### src/rtl/core/ac_status_frame_receiver_core_assert.svh
// Assertion macros for the status frame receiver.
// Each macro checks on the rising edge of the given clock and is disabled
// while the given active-low reset is asserted.
`ifndef AC_STATUS_FRAME_RECEIVER_CORE_ASSERT_SVH
`define AC_STATUS_FRAME_RECEIVER_CORE_ASSERT_SVH

`ifndef SYNTH

// The property must hold at every clock edge outside reset.
`define ACSFR_ASSERT(lbl, clk, rst_n, prop) \
  lbl: assert property (@(posedge clk) disable iff (!rst_n) (prop)) \
    else $error("acsfr assertion failed");

// The condition must never be true outside reset.
`define ACSFR_ASSERT_NEVER(lbl, clk, rst_n, cond) \
  lbl: assert property (@(posedge clk) disable iff (!rst_n) !(cond)) \
    else $error("acsfr forbidden condition seen");

`else

`define ACSFR_ASSERT(lbl, clk, rst_n, prop)
`define ACSFR_ASSERT_NEVER(lbl, clk, rst_n, cond)

`endif

`endif

### src/rtl/core/acsfr_pkg.sv
package acsfr_pkg;

  // Header and decode constants.
  localparam logic [7:0] HdrFirst   = 8'h55;
  localparam logic [7:0] HdrSecondA = 8'hAA;
  localparam logic [7:0] HdrSecondB = 8'h03;
  localparam logic [7:0] ModeCool   = 8'h01;
  localparam logic [7:0] PowerMask  = 8'h80;

  // Byte positions within a frame.
  localparam logic [3:0] BodyStartIdx    = 4'd2;
  localparam logic [3:0] FirstPayloadIdx = 4'd3;
  localparam logic [3:0] CheckIdx        = 4'd10;

  // Frame bytes 3 to 9 are kept.
  localparam int unsigned NumPayload = 7;

  typedef enum logic [2:0] {
    PhHunt   = 3'b001,
    PhSecond = 3'b010,
    PhBody   = 3'b100
  } acsfr_phase_e;

  // Fields decoded from the buffered frame bytes, plus the check result.
  typedef struct packed {
    logic       ok;
    logic [7:0] mode;
    logic [7:0] temperature;
    logic [7:0] fan;
    logic       power;
    logic       compressor;
    logic [7:0] error;
  } acsfr_frame_t;

  // Stored air-conditioner status.
  typedef struct packed {
    logic [7:0] temperature;
    logic [7:0] fan;
    logic [7:0] mode;
    logic       power;
    logic       compressor;
    logic [7:0] error;
  } acsfr_status_t;

endpackage

### src/rtl/core/ac_status_frame_receiver_core.sv
// Result path: a check byte is held in the input register, and its result is then written into the result register.
// Throughput: one byte per cycle; only a check byte waits, and only while the
// previous result is still held on the output and not taken.
// Reset: asynchronous and active low; the receiver hunts for a header and all
// stored status fields read as zero. Buffered frame bytes are not cleared.
`include "ac_status_frame_receiver_core_assert.svh"

module ac_status_frame_receiver_core import acsfr_pkg::*; (
  input  logic       clk_i,
  input  logic       rst_ni,
  input  logic       in_valid_i,
  output logic       in_ready_o,
  input  logic [7:0] rx_byte_i,
  output logic       out_valid_o,
  input  logic       out_ready_i,
  output logic       frame_ok_o,
  output logic [7:0] temperature_o,
  output logic [7:0] fan_speed_o,
  output logic [7:0] op_mode_o,
  output logic       power_on_o,
  output logic       compressor_on_o,
  output logic [7:0] error_code_o
);

  // The input register holds one byte request. The byte is processed from that
  // register, a check byte only once the result register is free, and at a frame end the outcome is written
  // into the result register, which holds it until the consumer takes it.

  logic          s0_valid_q, s0_valid_d;
  logic [7:0]    s0_byte_q;
  logic          in_fire;
  logic          advance;
  logic          frame_end;
  logic          load_res;
  logic          status_upd;
  acsfr_frame_t  frame;
  acsfr_status_t status_next;
  acsfr_status_t status_cur;

  logic          out_valid_q, out_valid_d;
  logic          out_ok_q;
  acsfr_status_t out_status_q;

  // A byte that is not a check byte never produces a result, so it may be
  // processed even while the result register is occupied.
  assign advance    = s0_valid_q && (!frame_end || !out_valid_q || out_ready_i);
  assign in_ready_o = !s0_valid_q || advance;
  assign in_fire    = in_valid_i && in_ready_o;
  assign load_res   = advance && frame_end;
  assign status_upd = load_res && frame.ok;

  always_comb begin
    s0_valid_d = s0_valid_q;
    if (in_fire) begin
      s0_valid_d = 1'b1;
    end else if (advance) begin
      s0_valid_d = 1'b0;
    end
  end

  always_comb begin
    out_valid_d = out_valid_q;
    if (load_res) begin
      out_valid_d = 1'b1;
    end else if (out_ready_i) begin
      out_valid_d = 1'b0;
    end
  end

  always_ff @(posedge clk_i or negedge rst_ni) begin
    if (!rst_ni) begin
      s0_valid_q  <= 1'b0;
      out_valid_q <= 1'b0;
    end else begin
      s0_valid_q  <= s0_valid_d;
      out_valid_q <= out_valid_d;
    end
  end

  always_ff @(posedge clk_i) begin
    if (in_fire) begin
      s0_byte_q <= rx_byte_i;
    end
  end

  // The result carries the status as it stands after this frame, so the
  // result register takes the next value of the status register.
  always_ff @(posedge clk_i) begin
    if (load_res) begin
      out_ok_q     <= frame.ok;
      out_status_q <= status_next;
    end
  end

  acsfr_framer u_framer (
    .clk_i       (clk_i),
    .rst_ni      (rst_ni),
    .step_i      (advance),
    .byte_i      (s0_byte_q),
    .frame_end_o (frame_end),
    .frame_o     (frame)
  );

  acsfr_status u_status (
    .clk_i         (clk_i),
    .rst_ni        (rst_ni),
    .update_i      (status_upd),
    .frame_i       (frame),
    .status_next_o (status_next),
    .status_o      (status_cur)
  );

  assign out_valid_o     = out_valid_q;
  assign frame_ok_o      = out_ok_q;
  assign temperature_o   = out_status_q.temperature;
  assign fan_speed_o     = out_status_q.fan;
  assign op_mode_o       = out_status_q.mode;
  assign power_on_o      = out_status_q.power;
  assign compressor_on_o = out_status_q.compressor;
  assign error_code_o    = out_status_q.error;

  // A pending result must never be overwritten by a new frame end.
  `ACSFR_ASSERT_NEVER(a_no_result_overwrite, clk_i, rst_ni, load_res && out_valid_q && !out_ready_i)

  // A result only appears after a check byte was processed.
  `ACSFR_ASSERT(a_result_from_frame_end, clk_i, rst_ni, $rose(out_valid_q) |-> $past(load_res))

  // A good cool-mode frame reports cool mode.
  `ACSFR_ASSERT(a_cool_mode_stored, clk_i, rst_ni, (load_res && frame.ok && frame.mode == ModeCool) |=> (out_status_q.mode == ModeCool))

  // A failed frame reports the status unchanged.
  `ACSFR_ASSERT(a_failed_frame_holds, clk_i, rst_ni, (load_res && !frame.ok) |=> (out_status_q == $past(status_cur)))

endmodule

### src/rtl/core/acsfr_framer.sv
module acsfr_framer import acsfr_pkg::*; (
  input  logic         clk_i,
  input  logic         rst_ni,
  input  logic         step_i,
  input  logic [7:0]   byte_i,
  output logic         frame_end_o,
  output acsfr_frame_t frame_o
);

  acsfr_phase_e phase_q, phase_d;
  logic [3:0]   idx_q, idx_d;
  logic [7:0]   sum_q, sum_d;
  logic [7:0]   sum_next;
  logic [2:0]   slot;
  logic         wr_en;
  logic [7:0]   frame_bytes_q [NumPayload];

  assign sum_next    = sum_q + byte_i;
  assign slot        = 3'(idx_q - FirstPayloadIdx);
  // The check byte is the one that arrives when the index reaches ten.
  assign frame_end_o = (phase_q == PhBody) && !(idx_q < CheckIdx);

  always_comb begin
    phase_d = phase_q;
    idx_d   = idx_q;
    sum_d   = sum_q;
    wr_en   = 1'b0;
    if (step_i) begin
      unique case (phase_q)
        PhSecond: begin
          if ((byte_i == HdrSecondA) || (byte_i == HdrSecondB)) begin
            sum_d   = HdrFirst + byte_i;
            idx_d   = BodyStartIdx;
            phase_d = PhBody;
          end else if (byte_i == HdrFirst) begin
            phase_d = PhSecond;
          end else begin
            phase_d = PhHunt;
          end
        end
        PhBody: begin
          if (idx_q < CheckIdx) begin
            wr_en = (idx_q >= FirstPayloadIdx);
            sum_d = sum_next;
            idx_d = idx_q + 4'd1;
          end else begin
            phase_d = PhHunt;
            idx_d   = '0;
            sum_d   = '0;
          end
        end
        default: begin
          phase_d = (byte_i == HdrFirst) ? PhSecond : PhHunt;
        end
      endcase
    end
  end

  always_ff @(posedge clk_i or negedge rst_ni) begin
    if (!rst_ni) begin
      phase_q <= PhHunt;
      idx_q   <= '0;
      sum_q   <= '0;
    end else begin
      phase_q <= phase_d;
      idx_q   <= idx_d;
      sum_q   <= sum_d;
    end
  end

  always_ff @(posedge clk_i) begin
    if (wr_en) begin
      frame_bytes_q[slot] <= byte_i;
    end
  end

  // A frame whose running sum is zero before the check byte is rejected.
  assign frame_o.ok          = (sum_q != 8'd0) && (sum_next == 8'd0);
  assign frame_o.compressor  = (frame_bytes_q[0] != 8'd0);
  assign frame_o.mode        = frame_bytes_q[1];
  assign frame_o.temperature = frame_bytes_q[2];
  assign frame_o.fan         = frame_bytes_q[3];
  assign frame_o.power       = |(frame_bytes_q[4] & PowerMask);
  assign frame_o.error       = frame_bytes_q[6];

endmodule

### src/rtl/core/acsfr_status.sv
module acsfr_status import acsfr_pkg::*; (
  input  logic          clk_i,
  input  logic          rst_ni,
  input  logic          update_i,
  input  acsfr_frame_t  frame_i,
  output acsfr_status_t status_next_o,
  output acsfr_status_t status_o
);

  acsfr_status_t status_q, status_d;

  // Setpoint, fan and mode follow the frame only in cool mode.
  always_comb begin
    status_d = status_q;
    if (update_i) begin
      if (frame_i.mode == ModeCool) begin
        status_d.temperature = frame_i.temperature;
        status_d.fan         = frame_i.fan;
        status_d.mode        = frame_i.mode;
      end
      status_d.power      = frame_i.power;
      status_d.compressor = frame_i.compressor;
      status_d.error      = frame_i.error;
    end
  end

  always_ff @(posedge clk_i or negedge rst_ni) begin
    if (!rst_ni) begin
      status_q <= '0;
    end else begin
      status_q <= status_d;
    end
  end

  assign status_next_o = status_d;
  assign status_o      = status_q;

endmodule
### config.mk
export PLATFORM = sky130hd
export DESIGN_NAME = ac_status_frame_receiver_core
export DESIGN_NICKNAME = d
export VERILOG_FILES = /design/src/rtl/core/acsfr_pkg.sv /design/src/rtl/core/ac_status_frame_receiver_core.sv /design/src/rtl/core/acsfr_framer.sv /design/src/rtl/core/acsfr_status.sv
export VERILOG_INCLUDE_DIRS = /design/src /design/src/rtl/core
export SDC_FILE = /design/constraint.sdc
export NUM_CORES = 1
export LEC_CHECK = 0
export ABC_AREA = 1
export BUFFER_PORTS_ARGS = -buffer_cell sky130_fd_sc_hd__buf_2
export CAP_MARGIN = 20
export CORE_ASPECT_RATIO = 1.4
export CORE_UTILIZATION = 50
export CTS_CLUSTER_SIZE = 28
export DETAILED_ROUTE_END_ITERATION = 6
export PLACE_DENSITY_LB_ADDON = 0.25
export REMOVE_ABC_BUFFERS = 1
export SLEW_MARGIN = 20
export SYNTH_ARGS = -nofsm -noshare
export SYNTH_HDL_FRONTEND = slang
export SYNTH_SLANG_ARGS = --single-unit
### constraint.sdc
create_clock -name clk_i -period 3.7 [get_ports clk_i]
set_input_delay 0.37 -clock clk_i [delete_from_list [all_inputs] [get_ports clk_i]]
set_output_delay 0.37 -clock clk_i [all_outputs]
set_load 0.01 [all_outputs]
==> run metrics <==
vias in the first global route approximately 4200; crit path buf inv count 1; GRT Total Usage between 20% and 30%; Critical Path Start Type flip-flop; top cells by count, synth nand2_1, inv_1, edfxtp_1; Hold Path Origin rx_byte_i[5]; synthesized cell area 5950 um^2; post-synth top area share a little over two fifths; mux cell area share after synthesis 0%; total die area 12300 um^2; via count between 4000 and 5000; fin crit period roughly 2.8 ns; Initial DRC Count 245; Core Region about 11000 um^2; total chip power 3.51 mW; Setup violations, final 0; final hold violations 0; Area contributors post-synth edfxtp_1, dfrtp_1, nand2_1, inv_1, nand3_1; postcts setup bufs 0; first-pass GRT wire length ~20 mm; Yosys reg bits 135; number of buffers added on ports 48; Vias/cell approximately 5.1; # DRC 0; Core Rows 46; WHS 0.127 ns; total global routing overflow 0; crit-path cells ha_1 -> fa_1 -> nor2_1 -> nand3_1 -> nor2_1 -> nand3_2 -> nor2_8 -> nand4_2 -> nand2_1 -> inv_1; kind of critical path reg2reg; Max clock buf depth 2; Slew @ Worst Pin around 0.8 ns; P&R area growth vs syn 17.4%; largest net degree at the start of global routing 35; Tcrit/Tclk final between 70 and 80%; initial antenna violation count 0; # diodes 0; outcome complete, no violations; Leak 3.45 nW; Clk Latency, worst-skew pair 0.41 ns; ratio of cells with drive above 1 in the final layout between 10% and 20%; syn_area_per_cell approximately 10 um^2; final setup TNS 0 ns; crit path from s0_byte_q[0]; Initial Utilization 52.0%; Main synth FF type edfxtp_1; fillcell total ~900; CP required 3.86 ns; Root Buffer clkbuf_16; r2r startpoint s0_byte_q[0]; Post-synth EDFFs 84; fmax around 0.36 GHz; Synth area leader edfxtp_1; routed len/inst ~15 um; Worst Skew 0.0122 ns; Hold WC Path Type in2reg; Post-Synth Adder-Cell Area 2.65%; most frequent cell after synthesis nand2_1; critical path's largest stage delay between 0.5 and 0.6 ns; FF-to-FF path depth 10; CP arrival 2.96 ns; Post-Layout Cell Count 817; post-synth cell types 37; # H-tree levels 4; crit path capture type flip-flop; total CTS buffers 17; hold path cells 1; Synth async-reset ratio a little under two fifths; XOR/XNOR Fraction of Synth Area less than 1%; Placed Instances just under 800; TritonCTS clock tree done; Final HPWL DP between 8 and 9 mm; Die W 94.2 um; First-pass DRT Iterations 5; CP max FO 18; largest family of logic cells by synthesized area simple AND/OR/NAND/NOR gates; headroom to the max-slew limit 48.0%; VDD IR-drop max 0.271 mV; YS warnings 0; Nets roughly 680; post-synthesis sequential area ratio 63.9%; Clock Pin Slew Worst Setup and Hold Paths 0.06 ns; Top-Level Pins approximately 50; Detailed Route WL 12.0 mm; clk sinks approximately 140; crit-path most repeated cell nor2_1; Routed Antenna Nets 0; Slew Limit Fails 0; Pwr per Cell Area 503 nW/um^2; Die Y around 130 um; Critical Path Stages 10; CP top delay family simple AND/OR/NAND/NOR gates; Synth Area in Compound Gates 2.33%; RSZ-0062 raised after global routing false; Worst path slowest cell edfxtp_1; placer congestion estimate 0.908; maxcap violations 0; area share of and/or/nand/nor cells after synthesis a little under a quarter; synthesized instance count 591
## per-stage QoR
| step | setup slack [ns] | instance area (um^2) | utilization [%] |
|---|---|---|---|
| global route | 0.644 | 6980 | 61.0 |
| finish | 0.907 | 6980 | 61.0 |
| detailed placement | 0.887 | 6380 | 55.7 |
| CTS | 0.881 | 6980 | 61.0 |
| floorplan | 1.08 | 5870 | - |
| global placement | 0.984 | 6380 | 55.7 |
## worst reg2reg max path, cell delays in order, from the launching register on
cell and delay (ns):
edfxtp_1 0.53, ha_1 0.30, fa_1 0.46, nor2_1 0.12, nand3_1 0.08, nor2_1 0.14
nand3_2 0.15, nor2_8 0.28, nand4_2 0.29, nand2_1 0.14, inv_1 0.07
## placed cells by master, fill, tap and decap left out, drive strengths merged, types with 4 or more instances in the layout
| master | count |
|---|---|
| clkinv | 12 |
| nand2 | 188 |
| nor4 | 4 |
| edfxtp | 84 |
| ha | 11 |
| inv | 100 |
| nand4 | 25 |
| dfrtp | 50 |
| clkbuf | 18 |
| nor3 | 7 |
| a21oi | 7 |
| buf | 60 |
| nor2 | 27 |
| o21ai | 13 |
| nand3 | 48 |
## final timing paths
check,end,slack (ns)
min in group asynchronous,out_valid_o,0.43
min,s0_byte_q[5],0.13
max in group asynchronous,u_status.status_o[8],2.46
max,op_mode_o[5],0.91
max reg2reg,op_mode_o[5],0.91
min reg2reg,u_status.status_o[11],0.46
## state kept, by name (all words and copies together), names as in the netlist
| name | count |
|---|---|
| u_framer.frame_bytes_q | 41 |
| u_status.status_o | 34 |
| error_code_o | 8 |
| fan_speed_o | 8 |
| op_mode_o | 8 |
| s0_byte_q | 8 |
| temperature_o | 8 |
| u_framer.sum_q | 8 |
| u_framer.idx_q | 4 |
| u_framer.phase_q | 3 |
| compressor_on_o | 1 |
| frame_ok_o | 1 |
| out_valid_o | 1 |
| power_on_o | 1 |
| s0_valid_q | 1 |
## power breakdown
group | switching [mW] | internal (mW) | total, mW
logic | 0.135 | 0.0632 | 0.198
clock network | 0.659 | 1.01 | 1.67
registers | 0.0254 | 1.62 | 1.64
## logic make-up after synthesis
logic type | Yosys count
AND/OR/NAND/NOR | 304
flip-flops | 135
buffers and inverters | 113
AO/OA/AOI/OAI | 25
adder cells (fa/ha/maj) | 12
XOR/XNOR | 2
## routing by layer
layer	share of wire [%]	global-route usage, %
met5	0	0
met4	1.9	10.6
met3	4.7	4.84
met2	55	38.4
met1	39	24.6
## layout make-up
type                            instances  area, um^2  area share (%)
Sequential cell                       135        3800            54.4
Timing Repair Buffer                   61         340            4.87
Tap cell                              144         180            2.58
Inverter                              102         383            5.48
Clock inverter                         14         161            2.31
Multi-Input combinational cell        343        1690            24.2
Clock buffer                           18         429            6.14
## what timing repair did
item,4_1_cts,5_1_grt
hold buffers,1,0
gates resized for setup,0,0
endpoints found under the hold margin,16,0
No activity file was read; power rests on OpenSTA's default activity.
